### src/sv/iwrm_ram.sv
module iwrm_ram #(
	parameter int WIDTH = 48,
	parameter int DEPTH = 100
) (
	input  logic                     clk,
	input  logic                     we,
	input  logic [$clog2(DEPTH)-1:0] waddr,
	input  logic [WIDTH-1:0]         wdata,
	input  logic [$clog2(DEPTH)-1:0] raddr,
	output logic [WIDTH-1:0]         rdata
);

	logic [WIDTH-1:0] mem [DEPTH];
	logic [WIDTH-1:0] rdata_q;

	always_ff @(posedge clk) begin
		if (we) begin
			mem[waddr] <= wdata;
		end
		rdata_q <= mem[raddr];
	end

	assign rdata = rdata_q;

endmodule

### config.mk
export PLATFORM = sky130hd
export DESIGN_NAME = iwrm_ram
export DESIGN_NICKNAME = d
export VERILOG_FILES = /design/src/sv/iwrm_ram.sv
export SDC_FILE = /design/constraint.sdc
export NUM_CORES = 2
export LEC_CHECK = 0
export BUFFER_PORTS_ARGS = -buffer_cell sky130_fd_sc_hd__buf_2
export CORE_MARGIN = 8
export CORE_UTILIZATION = 48
export DETAILED_ROUTE_END_ITERATION = 6
export GPL_ROUTABILITY_DRIVEN = 0
export GPL_TIMING_DRIVEN = 0
export PLACE_DENSITY = 0.66
export SLEW_MARGIN = 25
export SYNTH_ARGS = -nofsm -noshare
export SYNTH_HDL_FRONTEND = slang
export SYNTH_MEMORY_MAX_BITS = 65536
export SYNTH_SLANG_ARGS = --single-unit
### constraint.sdc
create_clock -name clk -period 4.6 [get_ports clk]
set_clock_uncertainty 0.15 [all_clocks]
set_input_delay 0.23 -clock clk [delete_from_list [all_inputs] [get_ports clk]]
set_output_delay 0.23 -clock clk [all_outputs]
set_load 0.02 [all_outputs]
# Word-level counts from Yosys, hierarchy flattened

Memories as Yosys holds them, arrays and structs flattened. A register that Yosys moved wholly into a read port is not among the register bits.
Cells that the tools add are included.
W data, S select, Z words.

Flip-flop bits (word level): 0
RAM bits: 4800
Bits of input ports: 64
Output and inout port bits: 48
Logic and storage cells: 3
Memories: 1

Memory list:

| name | words | bits a word | rd ports | clocked after memory_dff | write ports | RTL line | text |
|---|---|---|---|---|---|---|---|
| mem  | 100   | 48          | 1        | 1                        | 1           | 13       | `logic [WIDTH-1:0] mem [DEPTH];` |

Mux-type cells: 2

Operators by type and width:

| operator | number |
|---|---|
| $mux W1  | 2 |

# Logic depth before layout (Yosys ltp)

Depth in word-level cells: 2
Gate-level depth with buffers: 10
Depth with buffers taken out: 5

# Worst setup path before layout

No wires, ideal clock.

Kind: input -> register
Start: input port waddr[5]
End: memory mem[57][0], enable pin
Setup time: 0.513 ns
Arrival time: 4.146 ns
Data required time: 3.937 ns
Path slack: -0.209 ns
Cell stages on the path: 4
Buffers on the path: 0
Cell sequence: nor2b_1 -> nand4_1 -> or2_2 -> nor3_1

RTL lines:

| what        | RTL line | text |
|---|---|---|
| from (decl) | 7        | `input logic [$clog2(DEPTH)-1:0] waddr,` |
| to (decl)   | 13       |  |

Straight into the memory's write port.

==> results.toml <==
[run_status]
status = "finished, violations left"
violations = "antenna rules"

[setup_path]
cpMostUsedCell = "buf_2"
crit_fanout = 11
crit_buf_inv = 5
endpoint_kind = "register"
cpLargestDelayFamily = "buffers and inverters"
crit_type = "primary input to register"
worst-r2r-setup-slack_ps = 970
r2r-end = "rdata[22]"
worstPathArrival_ps = 5140
crit_slowest_cell = "buf_2"
worst_r2r_path_depth = 5
cp.required_ps = 5300
r2r_start = "mem[28][22]"
path_cells = "buf_2, buf_2, buf_2, buf_2, buf_2, mux2i_1, a211oi_1, nand3_1, o211ai_1"
slowest_delay_ps = 770
startpoint_type = "primary input"

[clock_network]
clk_pin_slew_ps = 60
cts_resized = 0
cts_tree = "yes"
cts-htree-levels = 5
clk_path_buf_depth = 4
clkLatencyLatePin_ps = 1020
cts-root-buf = "clkbuf_16"
cts_made_buffers = 459
clock_sinks = 4848

[yosys]
syn_nets = 8008
avgSynthCellArea_um2 = 23.1
synth_edf_count = 4800
synth_area_leader_cell = "edfxtp_1"
ys.flop_type = "edfxtp_1"
ys_ff_latch = 4848
ys_warn_count = 0
postSynthCellCount = 7944
ys_seq_area_share_pct = 79.1
synth_cell_types = 52
ys_top_cells_by_area = "edfxtp_1 79%, mux4_2 14%, mux2i_1 1.2%"
async_reset_ff_share_pct = 0
synth_top_area_share_pct = 78.5
syn_area_mm2 = 0.183

[final_layout]
final_nets = 8997
drive_above_1_share_pct = 29.0
area_delta_synth_final_pct = 17.4
layout_commonest_cell = "edfxtp_1"
final_cell_mix = "4800 x edfxtp_1, 1154 x mux4_2, 466 x clkbuf_16, 243 x clkbuf_1, 226 x mux2i_1"
nFillCells = 27100
final_cells = 14400
stdcell_area_mm2 = 0.215

[routing]
drt_iter0_drc = 16500
antenna_left = 1
drt-total-wl_um = 575000
drt-vias-per-instance = 6.65
drc = 0
wl_per_cell_um = 40.0
firstDrtPassIters = 6
vias = 95700

[min_path]
hold_class = "primary input to register"
worstHoldEndpoint = "mem[40][19]"
min_from = "wdata[19]"
holdPathStages = 2

[timing]
slew_headroom_pct = 14.3
rsz0062_at_grt = "no"
drv_slew = 0
fmax_mhz = 225
hold-worst-slack_ps = 54.4
setup_viol = 0
setup_tns_ps = 0
tightest_slew_ps = 1280
hold_violations = 0
layout_min_cycle_time_ps = 4450
period_share_pct = 96.7

[global_route]
grt_pass1_wl_um = 777000
grt_pass1_vias = 93500
antenna_found_initial = 58
gr-usage-all-layers_pct = 28.1
grt_max_degree = 101
overflow = 0

[floorplan]
fp.dieArea_mm2 = 0.402
die_w_um = 634
rows = 227
initial_core_util_pct = 48.1
fp.dieH_um = 634
boundaryPins = 112
coreArea_mm2 = 0.381

[power]
ir_worst_vdd_mv = 0.450
p_per_area_mw_per_mm2 = 427
total_power_w = 0.0920
p_leak_nw = 67.4

[place]
dpl-instance-area_mm2 = 0.200
dp_hpwl_um = 399000
io_buffer_count = 105
placed_cells = 13400

[run]
cap_viol_max_count = 0
[worst max-delay path by stage]
stage | start | endpoint | slack (ps) | cells after the start
after global routing | raddr[4] | rdata[40] | 250 | 9
after global placement | waddr[1] | mem[95][20] | -3340 | 4
final | raddr[4] | rdata[33] | 150 | 9
after CTS | raddr[4] | rdata[33] | 390 | 9
after detailed placement | raddr[4] | rdata[33] | -650 | 9
after floorplan | we | mem[26][0] | 930 | 5
[layer usage]
| layer | wire, µm | GRT usage (%) | share of wire, % | vias up |
|---|---|---|---|---|
| met1 | 199000 | 36.8 | 35 | 50600 |
| li1 | - | - | - | 36200 |
| met5 | 220 | 0 | 0.038 | - |
| met4 | 39400 | 15.5 | 6.9 | 32 |
| met2 | 255000 | 42.0 | 44 | 7508 |
| met3 | 80900 | 9.14 | 14 | 1374 |
[through the flow]
stage | setup slack, ps | utilization (%)
after floorplan | 925 | -
after global placement | -3340 | 49.9
after detailed placement | -645 | 52.4
after CTS | 386 | 56.4
after global routing | 251 | 56.5
final | 153 | 56.5
[synth_stat cells, types with 21 or more instances]
cell / instances
nor2_1: 189
buf_2: 139
a21oi_1: 87
buf_1: 34
nand2_1: 89
nand3_1: 38
a22oi_1: 158
clkbuf_1: 166
mux4_2: 1154
buf_6: 21
nor2b_1: 69
o21ai_0: 148
buf_4: 91
edfxtp_1: 4800
a211oi_1: 85
o22ai_1: 71
nor4_1: 45
mux2i_1: 226
dfxtp_1: 48
a22o_1: 54
a221oi_1: 61
[flip-flops by register name, summed over array words and instances (netlist names)]
| name | flops |
|---|---|
| rdata | 48 |
| mem | 4800 |
[final cells by class]
type / count / area, µm² / area share [%]
inverters: 3 / 11.3 / 0.00523
flip-flops and latches: 4848 / 145000 / 67.4
multi-input cells: 2642 / 36800 / 17.1
repair buffers: 528 / 9680 / 4.50
plain buffers: 451 / 2410 / 1.12
clock buffers: 587 / 12300 / 5.70
clock inverters: 254 / 2700 / 1.26
well taps: 5038 / 6300 / 2.93
diodes: 33 / 82.6 / 0.0383
[repair_timing]
item	CTS	global route
setup buffers	0	0
hold endpoints to repair	4978	0
hold buffers	61	0
[power by group]
part | total, W | leakage [nW] | switching, W | internal [W]
Clock | 0.0380 | 7.33 | 0.0165 | 0.0215
Combinational | 0.00521 | 16.6 | 0.00356 | 0.00165
Sequential | 0.0488 | 43.6 | 0.0000579 | 0.0487
[logic make-up (layout without fill, tap and decap cells)]
kind of cell | after synthesis | count (layout) | share of synthesized area (%)
DFF | 4848 | 4848 | 79.1
muxes | 1395 | 1395 | 15.5
other | 0 | 33 | 0
AOI/OAI and AO/OA | 749 | 749 | 2.82
buffers and inverters | 454 | 1823 | 1.30
and+or+nand+nor | 498 | 498 | 1.32
Power figures use the tool's default switching activity.
