## src/sv/iwrm_pkg.sv

```systemverilog
package iwrm_pkg;

	localparam int TICK_W = 63;
	localparam int IVAL_W = 48;
	localparam int FREQ_W = 40;
	localparam int RATE_W = 32;
	localparam int FRAC_W = 16;
	localparam int STEP_W = 5;

	localparam logic [FREQ_W-1:0] FREQ_RESET = 40'd1000000000;
	localparam logic [RATE_W-1:0] RATE_MAX = '1;
	localparam logic [STEP_W-1:0] LAST_STEP = STEP_W'(RATE_W - 1);

	typedef enum logic [2:0] {
		ST_IDLE,
		ST_SUB,
		ST_ADD,
		ST_DIV,
		ST_WAIT,
		ST_OUT
	} mtr_state_t;

	typedef enum logic [1:0] {
		DV_IDLE,
		DV_CHK,
		DV_RUN,
		DV_DONE
	} div_state_t;

	typedef struct packed {
		logic              done;
		logic [RATE_W-1:0] quot;
	} div_res_t;

endpackage

```

## src/sv/iwrm_div.sv

```systemverilog
module iwrm_div #(
	parameter int NUM_W = 47,
	parameter int DEN_W = 55
) (
	input  logic                 clk,
	input  logic                 arst_n,
	input  logic                 start,
	input  logic [NUM_W-1:0]     num,
	input  logic [DEN_W-1:0]     den,
	output iwrm_pkg::div_res_t   res
);

	localparam int CMP_W = DEN_W + iwrm_pkg::FRAC_W;

	iwrm_pkg::div_state_t state_q, state_d;

	logic [NUM_W-1:0]            num_q;
	logic [DEN_W-1:0]            den_q;
	logic [DEN_W-1:0]            rem_q;
	logic [iwrm_pkg::RATE_W-1:0] lo_q;
	logic [iwrm_pkg::STEP_W-1:0] step_q;

	logic                        zero_case;
	logic                        sat_case;
	logic [DEN_W:0]              trial;
	logic                        fits;

	// The quotient of num * 2^16 / den saturates exactly when num >= den * 2^16.
	assign zero_case = (den_q == '0) && (num_q == '0);
	assign sat_case  = CMP_W'(num_q) >= {den_q, {iwrm_pkg::FRAC_W{1'b0}}};

	assign trial = {rem_q, lo_q[iwrm_pkg::RATE_W-1]} - {1'b0, den_q};
	assign fits  = !trial[DEN_W];

	always_ff @(posedge clk or negedge arst_n) begin
		if (!arst_n) begin
			state_q <= iwrm_pkg::DV_IDLE;
		end else begin
			state_q <= state_d;
		end
	end

	always_comb begin
		state_d = state_q;
		unique case (state_q)
			iwrm_pkg::DV_IDLE: begin
				if (start) begin
					state_d = iwrm_pkg::DV_CHK;
				end
			end
			iwrm_pkg::DV_CHK: begin
				if (zero_case || sat_case) begin
					state_d = iwrm_pkg::DV_DONE;
				end else begin
					state_d = iwrm_pkg::DV_RUN;
				end
			end
			iwrm_pkg::DV_RUN: begin
				if (step_q == iwrm_pkg::LAST_STEP) begin
					state_d = iwrm_pkg::DV_DONE;
				end
			end
			iwrm_pkg::DV_DONE: begin
				state_d = iwrm_pkg::DV_IDLE;
			end
			default: begin
				state_d = iwrm_pkg::DV_IDLE;
			end
		endcase
	end

	always_ff @(posedge clk) begin
		unique case (state_q)
			iwrm_pkg::DV_IDLE: begin
				if (start) begin
					num_q <= num;
					den_q <= den;
				end
			end
			iwrm_pkg::DV_CHK: begin
				step_q <= '0;
				if (zero_case) begin
					lo_q <= '0;
				end else if (sat_case) begin
					lo_q <= iwrm_pkg::RATE_MAX;
				end else begin
					// Upper dividend bits start as the remainder; they are below den here.
					rem_q <= DEN_W'(num_q >> iwrm_pkg::FRAC_W);
					lo_q  <= {num_q[iwrm_pkg::FRAC_W-1:0], {iwrm_pkg::FRAC_W{1'b0}}};
				end
			end
			iwrm_pkg::DV_RUN: begin
				if (fits) begin
					rem_q <= trial[DEN_W-1:0];
				end else begin
					rem_q <= {rem_q[DEN_W-2:0], lo_q[iwrm_pkg::RATE_W-1]};
				end
				lo_q   <= {lo_q[iwrm_pkg::RATE_W-2:0], fits};
				step_q <= step_q + 1'b1;
			end
			default: begin
			end
		endcase
	end

	assign res.done = (state_q == iwrm_pkg::DV_DONE);
	assign res.quot = lo_q;

	assert property (@(posedge clk) disable iff (!arst_n)
		start |-> state_q == iwrm_pkg::DV_IDLE)
		else $error("divider started while busy");

	assert property (@(posedge clk) disable iff (!arst_n)
		state_q == iwrm_pkg::DV_CHK && zero_case |=> res.done && res.quot == '0)
		else $error("zero frequency over zero sum must give zero");

	assert property (@(posedge clk) disable iff (!arst_n)
		state_q == iwrm_pkg::DV_RUN && step_q != iwrm_pkg::LAST_STEP |=>
		state_q == iwrm_pkg::DV_RUN)
		else $error("division left early");

endmodule

```

## config.mk

```make
export PLATFORM = sky130hd
export DESIGN_NAME = iwrm_div
export DESIGN_NICKNAME = d
export VERILOG_FILES = /design/src/sv/iwrm_pkg.sv /design/src/sv/iwrm_div.sv
export SDC_FILE = /design/constraint.sdc
export NUM_CORES = 1
export LEC_CHECK = 0
export ABC_AREA = 1
export BUFFER_PORTS_ARGS = -buffer_cell sky130_fd_sc_hd__clkbuf_2
export CELL_PAD_IN_SITES_DETAIL_PLACEMENT = 1
export CELL_PAD_IN_SITES_GLOBAL_PLACEMENT = 1
export CORE_AREA = 2 2 179 181
export CTS_BUF_LIST = sky130_fd_sc_hd__clkbuf_4 sky130_fd_sc_hd__clkbuf_8 sky130_fd_sc_hd__clkbuf_16
export DETAILED_ROUTE_END_ITERATION = 10
export DIE_AREA = 0 0 181 183
export GPL_TIMING_DRIVEN = 1
export PLACE_DENSITY = 0.87
export SLEW_MARGIN = 20
export SYNTH_ARGS = -nofsm -noshare
export SYNTH_HDL_FRONTEND = slang
export SYNTH_SLANG_ARGS = --single-unit
```

## constraint.sdc

```tcl
create_clock -name clk -period 7.7 [get_ports clk]
set_clock_uncertainty 0.05 [all_clocks]
set_input_delay 1.925 -clock clk [delete_from_list [all_inputs] [get_ports clk]]
set_output_delay 1.925 -clock clk [all_outputs]
set_load 0.02 [all_outputs]
```

; Word level (Yosys, flattened, before mapping)
; Cells that the tools add are included.
[op_classes]
add_sub_neg = 2
magnitude_cmp = 1
n_eq_ne = 8
mux = 12
reduce_logical = 10
[op_table]
columns = operator, count
row1 = 2-to-1 mux 55 bit, 3
row2 = one-hot mux 55 bit (2 select lines), 1
row3 = >= comparator 47 x 71 -> 1 bit, 1
row4 = 2-to-1 mux 32 bit, 2
row5 = one-hot mux 32 bit (2 select lines), 1
row6 = subtractor 56 x 55 -> 56 bit, 1
row7 = zero test 55 bit, 1
row8 = zero test 47 bit, 1
row9 = one-hot mux 5 bit (2 select lines), 1
row10 = inequality test 2 bit (second input constant), 4
row11 = one-hot mux 2 bit (4 select lines), 1
row12 = adder 5 x 1 -> 5 bit (second input constant), 1
row13 = equality test 5 bit (second input constant), 1
row14 = equality test 2 bit (second input constant), 2
row15 = 2-to-1 mux 2 bit, 2
row16 = AND reduction 2 bit, 2
row17 = AND reduction 3 bit, 1
row18 = equality test 2 x 1 -> 1 bit (second input constant), 1
row19 = zero test 2 bit, 1
row20 = nonzero test 2 bit, 1
row21 = logical AND 1 bit, 1
row22 = zero test 1 bit, 1
row23 = logical OR 1 bit, 1
row24 = 2-to-1 mux 1 bit, 1
[totals]
regBits = 196
output_inout_bits = 33

; Depth between registers and ports, before layout
; Gate-level depths: netlist of the first run.
[logic_depth]
ltp_word = 5
depth_mapped = 18
ltp_nobuf = 18

; Worst setup path before layout of the first run
; OpenSTA, ideal clock, no wires.
[synth_timing]
kind = input to register
startpoint = in start
endpoint = reg den_q[0] (enable)
arrival_ps = 3938
required_time_ps = 7195
path_slack_ps = 3257
stages = 2
n_path_buf = 0
cell_sequence = nand2_1 -> inv_1
[synth_between]
elab_chain_cells = 1
[synth_lines]
columns = item, line
row1 = "start, declared", iwrm_div.sv:7  ; input logic start,
row2 = AND reduction 2 bit (no line), -
row3 = "end signal, assigned", iwrm_div.sv:77  ; den_q <= den;
row4 = "end, declared", iwrm_div.sv:18  ; logic [DEN_W-1:0] den_q;
; Every way passes these cells.
; A chain may end at the register's enable or synchronous reset.

; Final worst setup path of the first run
[layout_timing]
startpoint = reg den_q[38]
endpoint = reg rem_q[48] (data pin)
[layout_between]
elab_chain_cells = 3
[layout_lines]
columns = item, line
row1 = subtractor 56 x 55 -> 56 bit, iwrm_div.sv:32  ; assign trial = {rem_q, lo_q[iwrm_pkg::RATE_W-1]} - {1'b0, den_q};
row2 = 2-to-1 mux 55 bit, iwrm_div.sv:93  ; if (fits) begin
row3 = one-hot mux 55 bit (2 select lines), iwrm_div.sv:73  ; unique case (state_q)
row4 = "end signal, assigned", iwrm_div.sv:88  ; rem_q <= DEN_W'(num_q >> iwrm_pkg::FRAC_W);
row5 = "end signal, assigned", iwrm_div.sv:94  ; rem_q <= trial[DEN_W-1:0];
row6 = "end signal, assigned", iwrm_div.sv:96  ; rem_q <= {rem_q[DEN_W-2:0], lo_q[iwrm_pkg::RATE_W-1]};
row7 = "end, declared", iwrm_div.sv:19  ; logic [DEN_W-1:0] rem_q;
; Every way passes these cells.

==> summary.md, run 1 <==
| Metric | Value |
|---|---|
| Slew @ Worst Pin | 1.036 ns |
| Syn Std Cell Area | 13,790 µm² |
| Tightest Hold Check Type | register to register |
| Die Wd | 181 µm |
| Antenna violations before repair | 0 |
| Pwr per Cell Area | 473.2 nW/µm² |
| Setup crit end kind | register |
| Post-route ant nets | 0 |
| Most common cell after layout, fill and taps aside | nand2_1 |
| Register area share after synthesis | 42.62% |
| Initial Util | 44.15% |
| Hold_ws | 0.5069 ns |
| Yosys top cell area share | 42.25% |
| Layout cells sized above 1 | 9.689% |
| RSZ-0062 raised after global routing | no |
| Worst path cell trace | inv_1, ha_1, a21oi_1, nand2_1, a21oi_1, nand2_1, a21oi_1, nand3_2, nand2_2, nand2_1, nor2_1, nor2_1 |
| Setup crit start | den_q[38]$_DFFE_PP_ |
| Num Clock Sinks | 196 |
| CTS hold repair buffers | 0 |
| Die area | 33,120 µm² |
| Area contributors post-synth | edfxtp_1 42%, nand2_1 17%, ha_1 8.4%, inv_1 7.7%, nor2_1 5.4% |
| Post-Syn Nets | 2,051 |
| FF-to-FF Start | den_q[38]$_DFFE_PP_ |
| Synthesis-to-finish area growth | 12.30% |
| Avg WL per Cell | 20.31 µm |
| Commonest non-fill, non-tap cells in the layout | 624 x nand2_1, 283 x inv_1, 197 x nor2_1 |
| Hold path start | lo_q[6]$_DFFE_PP_ |
| Io pins | 138 |
| Via Count | 13.20k |
| Unique masters post-synth | 33 |
| Core area | 31,230 µm² |
| TritonCTS clock tree | yes |
| GRT Total Usage | 29.77% |
| Nets | 2,178 |
| Worst-path clk slew | 0.08 ns |
| Avg Vias per Cell | 5.514 |
| Synth Warn # | 0 |
| Slowest cell on the critical path | nand2_2 |
| CTS buffer count | 17 |
| Vias in the first global route | 13.66k |
| Mapped Cells | 1,852 |
| Req. time, crit path | 7.87 ns |
| WHS Path Cells | 2 |
| Final period util | 50.41% |
| N_diodes | 0 |
| Fin. max-slew vios | 0 |
| IO buf count | 137 |
| Register area | 5876 µm² |
| Syn Area/Cell | 7.444 µm² |
| Max transition margin | 30.93% |
| Clk buf depth | 2 |
| Largest area contributor in the netlist | edfxtp_1 |
| Static leakage | 7.628 nW |
| Post-DP HPWL | 38,010 µm |
| Fin. Hold Viols | 0 |
| Crit-path max FO | 32 |
| DRC Markers | 0 |
| Clock insertion delay at the later pin of the skew report | 0.48 ns |
| Clk root buf | clkbuf_16 |
| Final GP Congestion | 0.9881 |
| Synth Register Bits | 196 |
| RR Endpoint | rem_q[48]$_SDFFCE_PN0P_ |
| Peak supply drop | 239.1 µV |
| Final setup fails | 0 |
| Die height | 183 µm |
| R2R depth | 12 |
| Crit path arrival time | 4.05 ns |
| Largest net degree at the start of global routing | 109 |
| Row count | 65 |
| Post CTS Setup Buffer Count | 0 |
| Reg2Reg Setup Slack | 3.82 ns |
| DR pass1 iterations | 5 |
| Worst setup path endpoint | rem_q[48]$_SDFFCE_PN0P_ |
| CP Launch Type | register |
| WL final | 48,610 µm |
| Starting DRT DRC Count | 896 |
| Total grt overflow | 0 |
| CP max stage delay | 0.70 ns |
| Fillers | 3,995 |
| Max_cap viols | 0 |
| Area occupied by multi-input gates | 6690 µm² |
| CTS H-tree lvls | 4 |
| Fin crit period | 3.881 ns |
| First-pass GRT wire length | 75,760 µm |
| Outcome | completed |
| Critical path class | register to register |
| FMAX | 0.2576 GHz |
| Final setup TNS | 0 ns |
| Post-cts sizing count | 0 |
==> per-stage QoR <==
stage	utilization [%]	worst slack, ns	power, mW	cells	area (µm²)
floorplan	-	3.257	4.943	1852	13790
finish	49.58	3.819	7.327	2394	15480
global placement	47.60	3.979	6.084	2362	14860
CTS	49.56	3.758	7.289	2394	15480
detailed placement	47.60	3.790	6.290	2362	14860
global route	49.58	3.448	7.867	2394	15480
==> state kept, by name, indices dropped and copies added (netlist names) <==
name and count:
num_q 47, step_q 5, state_q 2, den_q 55
lo_q 32, rem_q 55
==> where the power goes <==
| part | internal, mW | switching (mW) | leakage [nW] | total [mW] |
|---|---|---|---|---|
| clock network | 0.468 | 0.481 | 0.293 | 0.949 |
| logic | 1.29 | 3.07 | 5.45 | 4.37 |
| registers | 1.77 | 0.242 | 1.89 | 2.01 |
| total | 3.53 | 3.80 | 7.63 | 7.33 |
==> cells by family after synthesis <==
logic type	Yosys count	share of synthesized area, %
AND/OR/NAND/NOR	1062	32.47
flip-flops	196	42.62
buffers and inverters	319	8.957
AO/OA/AOI/OAI	160	6.035
XOR/XNOR	21	1.334
adder cells (fa/ha/maj)	94	8.585
==> worst min path at each step <==
stage / endpoint / slack, ns
floorplan: state_q[0]$_DFFE_PN0P_ / 0.46
global placement: lo_q[14]$_DFFE_PP_ / 0.48
detailed placement: lo_q[2]$_DFFE_PP_ / 0.49
CTS: lo_q[2]$_DFFE_PP_ / 0.51
global route: lo_q[14]$_DFFE_PP_ / 0.55
finish: lo_q[7]$_DFFE_PP_ / 0.51
==> worst max-delay path, delay by kind of cell, from the launching register on <==
kind            cells  cell delay, ns
compound gates      3            0.80
fa+ha+maj           1            0.31
buf+inv             1            0.14
flops               1            0.38
simple gates        7            1.94
==> Yosys cell counts <==
cell type and number:
nor3_1 12, o21bai_1 6, a21o_1 3, nand3b_1 36, nor2b_1 1, o22ai_1 1, nand2_4 1, ha_1 93
nand2_1 624, nor2_2 5, o21ai_0 57, xor2_1 1, inv_1 284, a21oi_1 90, nor2_1 197, and3_1 2
nand4_1 41, nand2_2 6, clkbuf_1 17, fa_1 1, nand3_2 4, buf_6 2, buf_1 1, o21a_1 3
xnor2_1 20, clkinv_1 1, buf_2 12, edfxtp_1 194, and2_1 1, nand3_1 130, buf_4 2, nor4_1 2
dfrtp_1 2
==> final cells by class <==
cell class | instances | area share [%]
well taps | 402 | 3.249
multi-input cells | 1337 | 43.21
flip-flops and latches | 196 | 37.95
clock inverters | 15 | 1.220
clock buffers | 17 | 2.748
repair buffers | 142 | 4.695
inverters | 285 | 6.926
==> layer usage <==
metal | global-route usage (%) | up-vias | part of all wire [%]
li1 | - | 6256 | -
met1 | 38.90 | 6454 | 43
met2 | 49.92 | 418 | 47
met3 | 4.488 | 73 | 6.2
met4 | 11.80 | 0 | 3.5
met5 | 0 | - | 0
(Power assumes the default switching activity.)
==> inputs of run 2 (changes only) <==
CORE_AREA = 2 2 181 183   (was 2 2 179 181)
DIE_AREA = 0 0 183 185   (was 0 0 181 183)
PLACE_DENSITY = 0.86   (was 0.87)
clock period = 3.8 ns   (was 7.7 ns; I/O delays follow)
==> run 2 against run 1 <==
  * Global-route usage decreased by 0.40 points
  * Power increased by 100%
  * Design area increased by 0.15%
  * Flip-flop and latch count unchanged
  * Sequential power increased by 100%
  * Sequential share of layout area decreased by 0.058 points
  * Non-clock buffer count increased by 6
  * Final cell count increased by 0.46%
  * Clock-buffer cell count increased by 2
  * Critical endpoint is now lo_q[31]$_DFFE_PP_
==> summary.md, run 2 (synthesis results as in run 1) <==
| Metric | Value |
|---|---|
| Clk buf depth | 2 |
| RSZ-0062 raised after global routing | no |
| Final GP Congestion | 0.9511 |
| Most common cell after layout, fill and taps aside | nand2_1 |
| Final setup fails | 0 |
| CTS buffer count | 17 |
| Total grt overflow | 0 |
| Commonest non-fill, non-tap cells in the layout | 624 x nand2_1, 283 x inv_1, 197 x nor2_1 |
| Num Clock Sinks | 196 |
| Worst-path clk slew | 0.08 ns |
| Area after DPL | 14,940 µm² |
| Static leakage | 7.646 nW |
| Max_cap viols | 0 |
| Crit-path max FO | 17 |
| Fin crit period | 3.304 ns |
| Max transition margin | 46.60% |
| Final core utilization | 48.39% |
| Die height | 185 µm |
| Crit path arrival time | 3.44 ns |
| Clock insertion delay at the later pin of the skew report | 0.47 ns |
| Antenna violations before repair | 0 |
| CP Launch Type | register |
| Die area | 33,860 µm² |
| DRC Markers | 0 |
| Tightest Hold Check Type | primary input to asynchronous set/reset pin |
| WL final | 48,980 µm |
| N_diodes | 0 |
| Layout cells sized above 1 | 9.865% |
| GRT Total Usage | 29.37% |
| Reg2Reg Setup Slack | 0.50 ns |
| DR pass1 iterations | 5 |
| Die Wd | 183 µm |
| Outcome | completed |
| Critical path class | register to register |
| Initial Util | 43.03% |
| Register area | 5876 µm² |
| CTS H-tree lvls | 4 |
| Via Count | 13.20k |
| Fin. Hold Viols | 0 |
| Slew @ Worst Pin | 0.7948 ns |
| Post-DP HPWL | 38,270 µm |
| Post-cts sizing count | 0 |
| Final setup TNS | 0 ns |
| Starting DRT DRC Count | 1,027 |
| Final period util | 86.96% |
| Vias in the first global route | 13.65k |
| TritonCTS clock tree | yes |
| Fin. max-slew vios | 0 |
| Worst Slack Setup Final | 0.4957 ns |
| Largest net degree at the start of global routing | 81 |
| First-pass GRT wire length | 75,780 µm |
| Final instance area | 15,510 µm² |
| Pwr per Cell Area | 966.1 nW/µm² |
| Core area | 32,040 µm² |
| Io pins | 138 |
| Avg WL per Cell | 20.37 µm |
| Peak supply drop | 671.5 µV |
| Req. time, crit path | 3.94 ns |
| Biggest registers after layout | den_q x55, rem_q x55, num_q x47 |
| Area occupied by multi-input gates | 6690 µm² |
| Fillers | 4,085 |
| Post-route ant nets | 0 |
| Setup crit end kind | register |
| Synthesis-to-finish area growth | 12.47% |
| Row count | 66 |
| IO buf count | 137 |
| Avg Vias per Cell | 5.488 |
| Clk root buf | clkbuf_16 |
| FMAX | 0.3026 GHz |
| Post-Place Setup Slack | 0.6338 ns |
| CTS hold repair buffers | 0 |
| Nets | 2,184 |
| Post CTS Setup Buffer Count | 0 |
-- run 2: path summary, 6_finish.rpt --
check / start / to / cells after the start
max in group asynchronous: arst_n / state_q[0]$_DFFE_PN0P_ / 1
worst min register to register: lo_q[10]$_DFFE_PP_ / lo_q[11]$_DFFE_PP_ / 2
worst max-delay path: num_q[31]$_DFFE_PP_ / lo_q[31]$_DFFE_PP_ / 9
min in group clk: lo_q[10]$_DFFE_PP_ / lo_q[11]$_DFFE_PP_ / 2
worst max register to register: num_q[31]$_DFFE_PP_ / lo_q[31]$_DFFE_PP_ / 9
worst min-delay path: arst_n / state_q[1]$_DFFE_PN0P_ / 1
-- run 2: area by class of cell --
cell class              instances  area share (%)
inverters                     285           6.915
repair buffers                148           5.116
well taps                     408           3.292
flip-flops and latches        196           37.89
clock buffers                  19           2.840
clock inverters                12          0.7988
multi-input cells            1337           43.15
-- run 2: metal layers --
metal | track usage, % | share of wire (%) | vias to the layer above
met1 | 38.74 | 44 | 6421
met3 | 4.188 | 5.9 | 71
met4 | 10.37 | 2.9 | 0
li1 | - | - | 6263
met2 | 49.44 | 47 | 443
met5 | 0 | 0 | -
-- run 2: per-stage QoR --
stage	std cells	power, mW	hold slack [ns]
final	2405	14.98	0.2106
after global placement	2374	12.61	0.4819
after floorplan	1852	10.02	0.4619
after global routing	2405	16.06	0.1975
after CTS	2405	14.89	0.1953
after detailed placement	2374	12.94	0.4910
-- run 2: worst max-delay path, cell delays in order (launching register included) --
cell and delay [ns]:
edfxtp_1 0.53, ha_1 0.45, nand4_1 0.11, nor2_1 0.26
nand2_1 0.24, nor2_1 0.15, nand3_1 0.11, nand3_1 0.53
o21ai_0 0.14, o21ai_0 0.47
-- run 2: power by group --
group          leakage (nW)  internal, mW  switching [mW]  total [mW]
Sequential             1.89          3.57           0.494        4.07
Clock                 0.278         0.879           0.962        1.84
Combinational          5.48          2.69            6.38        9.07
Total                  7.65          7.15            7.84        15.0
